[config.mk]
export PLATFORM = sky130hd
export DESIGN_NAME = sieve_chain_candidate_finder_unit
export DESIGN_NICKNAME = d
export VERILOG_FILES = /design/src/scf_pkg.sv /design/src/scf_front.sv /design/src/scf_queue.sv /design/src/scf_back.sv /design/src/sieve_chain_candidate_finder_unit.sv
export SDC_FILE = /design/constraint.sdc
export NUM_CORES = 1
export LEC_CHECK = 0
export BUFFER_PORTS_ARGS = -buffer_cell sky130_fd_sc_hd__buf_2
export CAP_MARGIN = 15
export CELL_PAD_IN_SITES_DETAIL_PLACEMENT = 2
export CELL_PAD_IN_SITES_GLOBAL_PLACEMENT = 2
export CORE_ASPECT_RATIO = 0.8
export CORE_UTILIZATION = 43
export DETAILED_ROUTE_END_ITERATION = 10
export PLACE_DENSITY_LB_ADDON = 0.1
export SLEW_MARGIN = 0
export SYNTH_ARGS = -nofsm -noshare
export SYNTH_HDL_FRONTEND = slang
export SYNTH_SLANG_ARGS = --single-unit
[constraint.sdc]
create_clock -name clock -period 10.9 [get_ports clock]
set_clock_uncertainty 0.05 [all_clocks]
set_input_delay 0.545 -clock clock [delete_from_list [all_inputs] [get_ports clock]]
set_output_delay 0.545 -clock clock [all_outputs]
set_load 0.02 [all_outputs]
[src/scf_pkg.sv]
// Package for the sieve chain candidate finder: shared types and constants.
// No dependencies.
package scf_pkg;

   localparam int unsigned WHEEL = 30;

   typedef enum logic [1:0] {
      REG_MAX_GAP   = 2'd0,
      REG_MIN_SLOTS = 2'd1
   } reg_index_type;

   // One byte handed from the lookahead front to the chain back end.
   typedef struct packed {
      logic [7:0]  bitmap;
      logic [6:0]  hits;       // popcount over the lookahead window; seven bits hold up to fifteen bytes
      logic [31:0] byte_index;
      logic [63:0] segment_low;
   } work_type;

   typedef enum logic [1:0] {
      BK_IDLE = 2'd0,
      BK_BITS = 2'd1,
      BK_EMIT = 2'd2
   } back_state_type;

   function automatic logic [4:0] wheel_res(input logic [2:0] i);
      logic [4:0] r;
      unique case (i)
         3'd0: r = 5'd1;
         3'd1: r = 5'd7;
         3'd2: r = 5'd11;
         3'd3: r = 5'd13;
         3'd4: r = 5'd17;
         3'd5: r = 5'd19;
         3'd6: r = 5'd23;
         default: r = 5'd29;
      endcase
      return r;
   endfunction

   function automatic logic [3:0] pop8(input logic [7:0] b);
      logic [3:0] c;
      c = '0;
      for (int i = 0; i < 8; i++) c = c + 4'(b[i]);
      return c;
   endfunction

endpackage

[src/scf_front.sv]
// Lookahead front end: holds the window, emits one work item per evaluated byte.
// Depends on scf_pkg.
module scf_front #(
   parameter int LOOKAHEAD_BYTES = 4
) (
   input  logic              clock,
   input  logic              reset,
   input  logic              in_valid,
   output logic              in_ready,
   input  logic [7:0]        in_byte,
   input  logic [63:0]       in_low,
   input  logic              in_end,
   output logic              wk_valid,
   input  logic              wk_ready,
   output scf_pkg::work_type wk_data
);
   import scf_pkg::*;

   localparam int LA = LOOKAHEAD_BYTES;
   localparam int FW = $clog2(LA + 1);
   localparam int HW = $clog2(8 * LA + 1);
   localparam int IW = (LA > 1) ? $clog2(LA) : 1;

   logic [7:0]    win_ff   [LA];
   logic [7:0]    win_in   [LA];
   logic [FW-1:0] fill_ff, fill_in;
   logic          drain_ff, drain_in;
   logic [63:0]   low_ff, low_in;
   logic [31:0]   idx_ff, idx_in;
   logic [HW-1:0] hits;
   logic          emit;

   // hits summed over the filled part of the window
   always_comb begin
      hits = '0;
      for (int i = 0; i < LA; i++)
         if (FW'(i) < fill_ff) hits = hits + HW'(pop8(win_ff[i]));
   end

   // Evaluate when the window is full, or drain after segment end.
   assign emit     = (fill_ff == FW'(LA)) || (drain_ff && fill_ff != '0);
   assign wk_valid = emit;
   assign in_ready = !emit && !drain_ff;
   assign wk_data.bitmap      = win_ff[0];
   assign wk_data.hits        = 7'(hits);
   assign wk_data.byte_index  = idx_ff;
   assign wk_data.segment_low = low_ff;

   always_comb begin
      win_in   = win_ff;
      fill_in  = fill_ff;
      drain_in = drain_ff;
      low_in   = low_ff;
      idx_in   = idx_ff;
      if (emit && wk_ready) begin
         for (int i = 0; i < LA - 1; i++) win_in[i] = win_ff[i + 1];
         fill_in = fill_ff - 1'b1;
         idx_in  = idx_ff + 1'b1;
         if (drain_ff && fill_ff == FW'(1)) begin
            drain_in = 1'b0;
            idx_in   = '0;
         end
      end else if (in_valid && in_ready) begin
         // window is never full while input is taken
         win_in[IW'(fill_ff)] = in_byte;
         fill_in  = fill_ff + 1'b1;
         low_in   = in_low;
         drain_in = in_end;
      end
   end

   always_ff @(posedge clock) begin
      if (reset) begin
         fill_ff  <= '0;
         drain_ff <= 1'b0;
         idx_ff   <= '0;
      end else begin
         fill_ff  <= fill_in;
         drain_ff <= drain_in;
         idx_ff   <= idx_in;
      end
      win_ff <= win_in;
      low_ff <= low_in;
   end
endmodule

[src/scf_queue.sv]
// Short FIFO of work items between front and back end.
// Depends on scf_pkg.
module scf_queue (
   input  logic              clock,
   input  logic              reset,
   input  logic              wr_valid,
   output logic              wr_ready,
   input  scf_pkg::work_type wr_data,
   output logic              rd_valid,
   input  logic              rd_ready,
   output scf_pkg::work_type rd_data
);
   import scf_pkg::*;

   work_type   mem_ff [2];
   logic       wp_ff, rp_ff;
   logic [1:0] cnt_ff;

   assign wr_ready = cnt_ff != 2'd2;
   assign rd_valid = cnt_ff != 2'd0;
   assign rd_data  = mem_ff[rp_ff];

   always_ff @(posedge clock) begin
      if (reset) begin
         wp_ff  <= 1'b0;
         rp_ff  <= 1'b0;
         cnt_ff <= '0;
      end else begin
         if (wr_valid && wr_ready) wp_ff <= !wp_ff;
         if (rd_valid && rd_ready) rp_ff <= !rp_ff;
         cnt_ff <= cnt_ff + 2'(wr_valid && wr_ready) - 2'(rd_valid && rd_ready);
      end
      if (wr_valid && wr_ready) mem_ff[wp_ff] <= wr_data;
   end
endmodule

[src/scf_back.sv]
// Chain back end: walks candidate bits one per cycle, pausing while a run is emitted, and emits member runs.
// Depends on scf_pkg.
module scf_back #(
   parameter int MAX_CHAIN_MEMBERS = 16
) (
   input  logic              clock,
   input  logic              reset,
   input  logic              wk_valid,
   output logic              wk_ready,
   input  scf_pkg::work_type wk_data,
   input  logic [5:0]        max_gap,
   input  logic [4:0]        min_slots,
   output logic              out_valid,
   input  logic              out_ready,
   output logic [63:0]       out_base,
   output logic [9:0]        out_offset,
   output logic [3:0]        out_index,
   output logic [4:0]        out_length,
   output logic              out_last
);
   import scf_pkg::*;

   localparam int MW = $clog2(MAX_CHAIN_MEMBERS);
   localparam int CW = $clog2(MAX_CHAIN_MEMBERS + 1);

   back_state_type st_ff, st_in;
   logic [7:0]     bits_ff, bits_in;
   logic [4:0]     prev_ff, prev_in;
   logic           open_ff, open_in;
   logic [5:0]     carry_ff, carry_in;
   logic [63:0]    base_ff, base_in;
   logic [CW-1:0]  cnt_ff, cnt_in;
   logic [63:0]    ebase_ff, ebase_in;
   logic [CW-1:0]  ecnt_ff, ecnt_in;
   logic [CW-1:0]  ek_ff, ek_in;
   logic           pend_ff, pend_in;   // byte end work remaining after a run
   logic           start_ff, start_in; // start new chain after run
   logic [9:0]     mem [MAX_CHAIN_MEMBERS];
   logic [9:0]     rd_ff;
   logic           wr_en;
   logic [MW-1:0]  wr_addr;
   logic [9:0]     wr_data;
   logic [63:0]    pos_ff, pos_in;     // low + idx*30
   logic [2:0]     bit_sel;
   logic [4:0]     off;
   logic [63:0]    cand;
   logic [6:0]     gap;
   logic           out_fire;
   logic           keep_run;           // open chain is long enough to emit

   always_comb begin
      bit_sel = 3'd7;
      for (int i = 7; i >= 0; i--) if (bits_ff[i]) bit_sel = 3'(i);
   end
   assign off  = wheel_res(bit_sel);
   assign cand = pos_ff + 64'(off);
   assign gap  = 7'(carry_ff) + 7'(off) - 7'(prev_ff);
   assign keep_run = 32'(cnt_ff) >= 32'(min_slots);

   assign wk_ready   = st_ff == BK_IDLE;
   assign out_valid  = st_ff == BK_EMIT && ek_ff != ecnt_ff;
   assign out_base   = ebase_ff;
   assign out_offset = rd_ff;
   assign out_index  = 4'(ek_ff);
   assign out_length = 5'(ecnt_ff);
   assign out_last   = ek_ff + 1'b1 == ecnt_ff;
   assign out_fire   = out_valid && out_ready;

   always_comb begin
      st_in = st_ff; bits_in = bits_ff; prev_in = prev_ff;
      open_in = open_ff; carry_in = carry_ff; base_in = base_ff; cnt_in = cnt_ff;
      ebase_in = ebase_ff; ecnt_in = ecnt_ff; ek_in = ek_ff; pend_in = pend_ff;
      start_in = start_ff; pos_in = pos_ff;
      wr_en = 1'b0; wr_addr = '0; wr_data = '0;
      unique case (st_ff)
         BK_IDLE: if (wk_valid) begin
            bits_in = wk_data.bitmap;
            prev_in = '0;
            pos_in  = wk_data.segment_low + 64'(wk_data.byte_index) * 64'(WHEEL);
            if (!open_ff && wk_data.hits < 7'(min_slots)) begin
               // skipped
            end else if (wk_data.bitmap == '0) begin
               if (open_ff) begin
                  open_in = 1'b0;
                  if (keep_run) begin
                     ebase_in = base_ff; ecnt_in = cnt_ff; ek_in = '0;
                     pend_in = 1'b0; start_in = 1'b0; st_in = BK_EMIT;
                  end
               end
            end else st_in = BK_BITS;
         end
         BK_BITS: begin
            if (bits_ff == '0) begin
               st_in = BK_IDLE;
               if (open_ff) begin
                  carry_in = 6'(WHEEL - 32'(prev_ff));
                  if (6'(WHEEL - 32'(prev_ff)) > max_gap) begin
                     open_in = 1'b0;
                     if (keep_run) begin
                        ebase_in = base_ff; ecnt_in = cnt_ff; ek_in = '0;
                        pend_in = 1'b0; start_in = 1'b0; st_in = BK_EMIT;
                     end
                  end
               end
            end else begin
               bits_in = bits_ff & ~(8'd1 << bit_sel);
               prev_in = off;
               if (open_ff && gap <= 7'(max_gap)) begin
                  if (cnt_ff < CW'(MAX_CHAIN_MEMBERS)) begin
                     wr_en = 1'b1; wr_addr = MW'(cnt_ff); wr_data = 10'(cand - base_ff);
                     cnt_in = cnt_ff + 1'b1;
                  end
                  carry_in = '0;
               end else begin
                  if (open_ff && keep_run) begin
                     ebase_in = base_ff; ecnt_in = cnt_ff; ek_in = '0;
                     pend_in = 1'b1; st_in = BK_EMIT;
                  end
                  // new chain starts now; member 0 is written now, or after the run drains if one is emitted
                  start_in = open_ff && keep_run;
                  base_in = cand; cnt_in = CW'(1); carry_in = '0; open_in = 1'b1;
                  if (!(open_ff && keep_run)) begin
                     wr_en = 1'b1; wr_addr = '0; wr_data = '0;
                  end
               end
            end
         end
         BK_EMIT: begin
            if (out_fire) ek_in = ek_ff + 1'b1;
            if (ek_ff == ecnt_ff) begin
               if (start_ff) begin
                  wr_en = 1'b1; wr_addr = '0; wr_data = '0; start_in = 1'b0;
               end
               st_in = pend_ff ? BK_BITS : BK_IDLE;
            end
         end
         default: st_in = BK_IDLE;
      endcase
   end

   // Read address runs one ahead when a transfer completes.
   logic [MW-1:0] rd_addr;
   always_comb begin
      if (st_ff != BK_EMIT)      rd_addr = '0;
      else if (out_fire)         rd_addr = MW'(ek_ff + 1'b1);
      else                       rd_addr = MW'(ek_ff);
   end

   always_ff @(posedge clock) begin
      if (wr_en) mem[wr_addr] <= wr_data;
      rd_ff <= (wr_en && wr_addr == rd_addr) ? wr_data : mem[rd_addr];
   end

   always_ff @(posedge clock) begin
      if (reset) begin
         st_ff <= BK_IDLE; open_ff <= 1'b0; carry_ff <= '0; base_ff <= '0;
         cnt_ff <= '0; pend_ff <= 1'b0; start_ff <= 1'b0;
      end else begin
         st_ff <= st_in; open_ff <= open_in; carry_ff <= carry_in; base_ff <= base_in;
         cnt_ff <= cnt_in; pend_ff <= pend_in; start_ff <= start_in;
      end
      bits_ff <= bits_in; prev_ff <= prev_in; ebase_ff <= ebase_in;
      ecnt_ff <= ecnt_in; ek_ff <= ek_in; pos_ff <= pos_in;
   end
endmodule

[src/sieve_chain_candidate_finder_unit.sv]
// Sieve chain candidate finder, top level: CSR port, front, queue, back end.
// Depends on scf_pkg, scf_front, scf_queue, scf_back.
//
// Each sieve byte is evaluated once the lookahead window holds it and the
// following bytes, or at segment end. With the window full the front end
// alternates between taking a byte and passing the evaluated byte to the
// two-entry queue, taking no request while an evaluated byte waits. A
// segment end holds the input while the window drains, one byte per cycle
// while the queue has room. The back end takes a skipped or zero byte in
// its idle state and walks the set bits of any other; a closed chain of at
// least min_slots members then streams one member per cycle from the member
// memory while rsp_tready is high. The bit walk sets the rate; a full queue
// stalls the input. Results are taken on rsp_tvalid and rsp_tready.
module sieve_chain_candidate_finder_unit #(
   parameter int MAX_CHAIN_MEMBERS = 16,
   parameter int LOOKAHEAD_BYTES   = 4
) (
   input  logic         clock,
   input  logic         reset,
   input  logic         req_tvalid,
   output logic         req_tready,
   input  logic [71:0]  req_tdata,  // bitmap[7:0], segment_low[71:8]
   input  logic         req_tlast,  // segment_end
   output logic         rsp_tvalid,
   input  logic         rsp_tready,
   // chain_base[63:0], member_offset[73:64], member_index[77:74], run_length[82:78]
   output logic [87:0]  rsp_tdata,
   output logic         rsp_tlast,  // run_last
   input  logic         csr_psel,
   input  logic         csr_penable,
   input  logic         csr_pwrite,
   input  logic [2:0]   csr_paddr,
   input  logic [31:0]  csr_pwdata,
   output logic [31:0]  csr_prdata,
   output logic         csr_pready
);
   import scf_pkg::*;

   logic [5:0] max_gap_ff;
   logic [4:0] min_slots_ff;
   logic       f_valid, f_ready, q_valid, q_ready;
   work_type   f_data, q_data;
   logic [63:0] base;
   logic [9:0]  offset;
   logic [3:0]  index;
   logic [4:0]  length;

   assign csr_pready = 1'b1;
   always_ff @(posedge clock) begin
      if (reset) begin
         max_gap_ff   <= 6'd12;
         min_slots_ff <= 5'd8;
      end else if (csr_psel && csr_penable && csr_pwrite) begin
         if (csr_paddr[2] == 1'(REG_MAX_GAP))   max_gap_ff   <= csr_pwdata[5:0];
         if (csr_paddr[2] == 1'(REG_MIN_SLOTS)) min_slots_ff <= csr_pwdata[4:0];
      end
   end
   always_comb begin
      if (csr_paddr[2] == 1'(REG_MIN_SLOTS)) csr_prdata = {27'd0, min_slots_ff};
      else                                   csr_prdata = {26'd0, max_gap_ff};
   end

   scf_front #(.LOOKAHEAD_BYTES(LOOKAHEAD_BYTES)) u_front (
      .clock, .reset, .in_valid(req_tvalid), .in_ready(req_tready),
      .in_byte(req_tdata[7:0]), .in_low(req_tdata[71:8]), .in_end(req_tlast),
      .wk_valid(f_valid), .wk_ready(f_ready), .wk_data(f_data));

   scf_queue u_queue (
      .clock, .reset, .wr_valid(f_valid), .wr_ready(f_ready), .wr_data(f_data),
      .rd_valid(q_valid), .rd_ready(q_ready), .rd_data(q_data));

   scf_back #(.MAX_CHAIN_MEMBERS(MAX_CHAIN_MEMBERS)) u_back (
      .clock, .reset, .wk_valid(q_valid), .wk_ready(q_ready), .wk_data(q_data),
      .max_gap(max_gap_ff), .min_slots(min_slots_ff),
      .out_valid(rsp_tvalid), .out_ready(rsp_tready), .out_base(base),
      .out_offset(offset), .out_index(index), .out_length(length), .out_last(rsp_tlast));

   assign rsp_tdata = {5'd0, length, index, offset, base};
endmodule

## Word level (Yosys, flattened, before mapping)

Memories as Yosys holds them, arrays and structs flattened. A register that Yosys moved wholly into a read port is not among the register bits.
Cells that the tools add are included.

| word-level totals | value |
|---|---|
| register bits | 378 |
| bits in writable memories | 380 |
| output and inout port bits | 124 |
| memories | 2 |

Memories:

| memory | words | bits a word | rd ports | clocked after memory_dff | wr ports | line | text |
|---|---|---|---|---|---|---|---|
| u_queue.mem_ff | 2 | 110 | 1 | 1 | 1 | scf_queue.sv:15 | `work_type mem_ff [2];` |
| u_back.mem | 16 | 10 | 1 | 1 | 1 | scf_back.sv:38 | `logic [9:0] mem [MAX_CHAIN_MEMBERS];` |

| cells by class | value |
|---|---|
| $add $sub $neg | 44 |
| multipliers | 1 |
| magnitude comparators | 11 |
| equality and inequality tests | 31 |
| shift-type cells | 1 |
| muxes and demuxes | 135 |
| bitwise gates (word level) | 7 |
| reduce and logical (&&, ||, !) cells | 43 |

Operators with widths:

| operator | count |
|---|---|
| $mux W64 | 10 |
| $pmux W64 S2 | 1 |
| $mux W5 | 25 |
| $add A4 B1 Y4 | 24 |
| $add A64 B37 Y64 | 1 |
| $add A64 B5 Y64 | 1 |
| $mux W32 | 2 |
| $mux W1 | 44 |
| $mux W10 | 4 |
| $mul A32 B4 Y36 const B | 1 |
| $mux W6 | 6 |
| $pmux W5 S7 | 1 |
| $add A32 B1 Y32 const B | 1 |
| $bwmux W32 | 1 |
| $mux W2 | 14 |
| $mux W4 | 7 |
| $mux W24 | 1 |
| $mux W8 | 3 |
| $pmux W5 S2 | 2 |
| $mux W3 | 6 |
| $reduce_and A9 Y1 | 2 |
| $demux W8 S2 | 1 |
| $logic_not A8 Y1 | 2 |
| $pmux W8 S2 | 1 |
| other kinds (54) | 112 |

## Depth between registers and ports, before layout

| depth | value |
|---|---|
| depth in word-level cells | 18 |
| depth in mapped cells | 34 |
| mapped depth without buffers | 26 |

## Cells and area by module

Synthesis repeated with hierarchy kept, for this count alone.

| unflattened totals | value |
|---|---|
| cell total of the unflattened synthesis | 2889 |
| area total of the unflattened synthesis | 38504.4 um^2 |

By module, submodules not included:

| module | instances | cells each | area an instance (um^2) | sequential area each (um^2) |
|---|---|---|---|---|
| scf_back | 1 | 1942 | 23246.0 | 11020.6 |
| scf_queue | 1 | 374 | 8295.5 | 6766.5 |
| scf_front | 1 | 485 | 6152.2 | 3603.5 |
| sieve_chain_candidate_finder_unit | 1 | 88 | 810.8 | 220.2 |

## Worst setup path after synthesis

Ideal clock, no wire load.

| timing path | value |
|---|---|
| kind | register -> register |
| start point | register u_back.bits_ff[3] |
| end point | register u_back.ebase_ff[0] (netlist: u_back.out_base[0]) (enable) |
| data arrival time | 7027 ps |
| data required time | 10353 ps |
| path slack | 3327 ps |
| cell stages (with the launch flop) | 21 |
| buffers on the path | 0 |
| clock period less this slack | 7573 ps |
| cells stage by stage | edfxtp_1 -> o31ai_1 -> inv_1 -> ha_1 -> or3_1 -> o21ai_0 -> fa_1 -> ha_1 -> inv_1 -> o21bai_1 -> a21oi_1 -> xnor2_1 -> ha_1 -> nand3_1 -> a21oi_1 -> a211oi_1 -> o21bai_1 -> a211oi_1 -> nand2b_1 -> nand2_1 -> nor2_1 |

| between the ends | value |
|---|---|
| cells in the longest elaborated chain, start to end | 12 |
| elaborated cells on any way between the ends | 22 |
| those cells by class | add/sub (2); order compare (1); eq/ne (10); mux (5); reduce/logical (4) |

RTL lines:

| element | line | text |
|---|---|---|
| start, declared | scf_back.sv:27 | `logic [7:0] bits_ff, bits_in;` |
| start signal, assigned | scf_back.sv:162 | `bits_ff <= bits_in; prev_ff <= prev_in; ebase_ff <= ebase_in;` |
| $mux W3 (*) (4 in a row) | scf_back.sv:53 | `for (int i = 7; i >= 0; i--) if (bits_ff[i]) bit_sel = 3'(i);` |
| $eq A3 B3 Y1 (tied with other cells) | scf_pkg.sv:28 | `unique case (i)` |
| $pmux W5 S7 (*) | scf_pkg.sv:28 |  |
| net u_back.off[3] | scf_back.sv:45 | `logic [4:0] off;` |
| $add A6 B5 Y7 (*) | scf_back.sv:57 | `assign gap = 7'(carry_ff) + 7'(off) - 7'(prev_ff);` |
| $sub A7 B5 Y7 (*) | scf_back.sv:57 |  |
| $le A7 B6 Y1 (*) | scf_back.sv:108 | `if (open_ff && gap <= 7'(max_gap)) begin` |
| $logic_and A1 B1 Y1 (*) | scf_back.sv:108 |  |
| $ne A3 B2 Y1 (no line) (*) | n/a |  |
| $reduce_and A9 Y1 (no line) (*) | n/a |  |
| end signal, assigned | scf_back.sv:162 |  |
| end, declared | scf_back.sv:33 | `logic [63:0] ebase_ff, ebase_in;` |

The timed path passes the listed nets; every way through them passes the cells marked *.
A chain may end at the register's enable or synchronous reset.

==> results.md <==
- Wirelength per Cell: 24.8 um
- Die width: 336 um
- Total global-route track usage: 24.3%
- Worst-Margin Slew: 1180 ps
- Row count: 97
- DR vias/cell: 5.57
- Initial DRC Count: 1487
- Hold EP: u_front.low_ff[14]$_DFFE_PP_
- Tmin final: 8570 ps
- Total global routing overflow: 0
- Startpoint types: flip-flop
- Setup TNS: 0 ps
- CTS Buffer Depth: 3
- Worst path slowest cell: dfxtp_4
- Register area share after synthesis: 56.3%
- Setup ws final: 2330 ps
- Fraction of layout instances using a drive strength above 1: 18.1%
- Slew Limit Fails: 0
- Reg area: 21600 um2
- Met3 global-route usage: 3.41%
- Num CTS Buffers: 82
- Root Buffer: clkbuf_16
- Total Wirelength: 110 mm
- Max Cap Viol: 0
- Most used DFF post-synth: edfxtp_1
- CTS tree: yes
- Slew headroom: 20.9%
- Port Buffers: 178
- Ranking of synthesized cells by area: edfxtp_1, dfxtp_1, ha_1
- Status: finished clean
- Area of the multi-input gates: 15600 um2
- Nature of the critical path endpoint: flip-flop
- Post-CTS sizing: 0
- DRT Pass-1 Iters: 5
- Mean post-synth cell area: 13.0 um2
- Diodes inserted: 0
- Die Area: 90200 um2
- Hold path startpoint: req_tdata[22]
- Post-synth top cells: edfxtp_1, nor2_1, ha_1
- Final period utilization: 78.6%
- Largest net degree at the start of global routing: 77
- Peak Freq: 0.117 GHz
- Vias in the first global route: 27123
- Fin nets: 3535
- Critical path class: reg -> reg
- Synth-to-layout area growth: 13.9%
- Crit-path leading delay family: compound AO/OA/AOI/OAI gates
- Die extent in y: 269 um
- First-pass GRT wire length: 166 mm
- Worst path max stage delay: 810 ps
- Worst Path Buf+Inv: 1
- CTS Sinks: 763
- RR Endpoint: u_back.pos_ff[56]$_DFFE_PP_
- Flop2flop setup slack: 2330 ps
- Critical Path RT: 11230 ps
- Synth unique cells: 90
- Synth warnings: 0
- Post-synth EDFFs: 627
- Area leader, netlist: edfxtp_1
- Most numerous cell in the Yosys netlist: edfxtp_1
- Synthesized cell area: 38300 um2
- Met1 Usage GRT: 32.4%
- Critical path cell sequence: buf_4 -> mux2_2 -> fa_1 -> fa_1 -> ha_1 -> a2111oi_0 -> nand4_1 -> a31oi_1 -> o21bai_1 -> xor2_1 -> ha_1 -> nand3_1 -> nor2_1 -> nand2_1 -> nor3_1 -> o2111ai_2 -> a2111oi_0 -> xnor2_1 -> mux2i_1
- R2R depth: 19
- GP Congestion: 0.819
- Dpl ws: 2580 ps
- DP Wirelength: 78.5 mm
- CTS Hold Bufs: 38
- Yosys reg bits: 763
- Gr busiest metal: met2
- Initial antenna violation count: 4
- # IOs: 239
- Area share of the largest cell type after synthesis: 49.2%
- Core area: 87900 um2
- CTS H-Tree Depth: 3
- Setup bufs post-CTS: 0
- Crit path max fanout: 50
- Worst hold path type: in -> reg
- # DRC: 0
- Final Setup Violations: 0
- Worst-path clk slew: 60 ps
- Layout fillers: 8465
- FFs w/ async S/R, synth: 0%
- RSZ-0062 raised after global routing: no
- Hold slack final: 29.3 ps
- Clk_lat worst skew: 670 ps
- Met2 Usage GRT: 41.3%
- Synth Instances: 2943
- Hold Violations, Final: 0
- ANT nets after route: 0
- Critical Path AT: 8900 ps
- Via count: 24711
- Worst Hold Depth: 1
- Initial Utilization: 43.6%
registers in the layout (all words and copies together) (netlist names), 2 cells and up, named ones only:
name	flops
u_back.ek_ff	5
u_front.fill_ff	3
u_queue.cnt_ff	2
u_back.pos_ff	64
u_queue.mem_ff	220
u_front.win_ff	24
u_back.carry_ff	6
u_back.base_ff	64
u_back.prev_ff	5
u_front.low_ff	64
u_back.mem	160
u_back.out_base	64
u_front.idx_ff	32
u_front.wk_data	8
u_back.st_ff	2
u_back.bits_ff	8
u_back.out_length	5
max_gap_ff	6
u_back.cnt_ff	5
min_slots_ff	5
cells by family after synthesis:
| logic type | Yosys count | share of synthesized area, % |
|---|---|---|
| XOR/XNOR | 209 | 4.78 |
| adder cells (fa/ha/maj) | 245 | 9.71 |
| other | 2 | 0.0196 |
| AND/OR/NAND/NOR | 701 | 8.89 |
| flip-flops | 763 | 56.3 |
| buffers and inverters | 286 | 3.33 |
| multiplexers | 238 | 8.34 |
| AO/OA/AOI/OAI | 499 | 8.64 |
layout make-up:
cell class	instances	area share, %
inverters	157	1.35
clock buffers	118	5.41
repair buffers	247	3.48
multi-input cells	1924	35.9
flip-flops and latches	763	49.4
well taps	1188	3.41
clock inverters	36	1.02
how the worst max path moves through the flow:
stage	start	endpoint	slack, ps	cells past startpoint
floorplan	u_back.bits_ff[3]$_DFFE_PP_	u_back.out_base[0]$_DFFE_PP_	3330	20
global placement	flip-flop	u_back.pos_ff[62]$_DFFE_PP_	2900	19
detailed placement	flip-flop	u_back.pos_ff[56]$_DFFE_PP_	2580	24
CTS	flip-flop	u_back.pos_ff[56]$_DFFE_PP_	2390	24
global route	flip-flop	u_back.pos_ff[56]$_DFFE_PP_	1880	24
finish	flip-flop	u_back.pos_ff[56]$_DFFE_PP_	2330	19
layout by cell type, fill, tap and decap left out, types with 16 or more instances in the layout:
cell type      count
edfxtp_1         627
nor2_1           224
buf_2            177
ha_1             158
inv_1            156
nand2_1          152
mux2_2           145
dfxtp_1          134
a21oi_1          116
xnor2_1          107
xor2_1           102
o21ai_0           98
fa_1              87
clkbuf_16         83
nand3_1           72
a211oi_1          68
a21o_1            60
mux4_2            50
mux2i_1           42
nand4_1           41
dlygate4sd3_1     38
nor3_1            34
nor2b_1           32
conb_1            32
and3_1            29
buf_4             29
o21bai_1          24
clkbuf_1          20
o21a_1            19
or3_1             16
stage by stage:
| stage | instance area (um2) | instances | utilization (%) |
|---|---|---|---|
| final | 43600 | 4433 | 49.6 |
| after global routing | 43600 | 4433 | 49.6 |
| after CTS | 43500 | 4428 | 49.6 |
| after detailed placement | 40400 | 4236 | 45.9 |
| after global placement | 40400 | 4236 | 45.9 |
| after floorplan | 38400 | 2973 | - |
metal layers:
layer | wire length [um] | part of all wire, %
met5 | 20 | 0.018
met1 | 49200 | 45
met4 | 2730 | 2.5
met2 | 54000 | 49
met3 | 4110 | 3.7
Power is left out: the tool's default activity adds up to more than one toggle a clock period on the data nets, which glitch-free logic cannot reach.
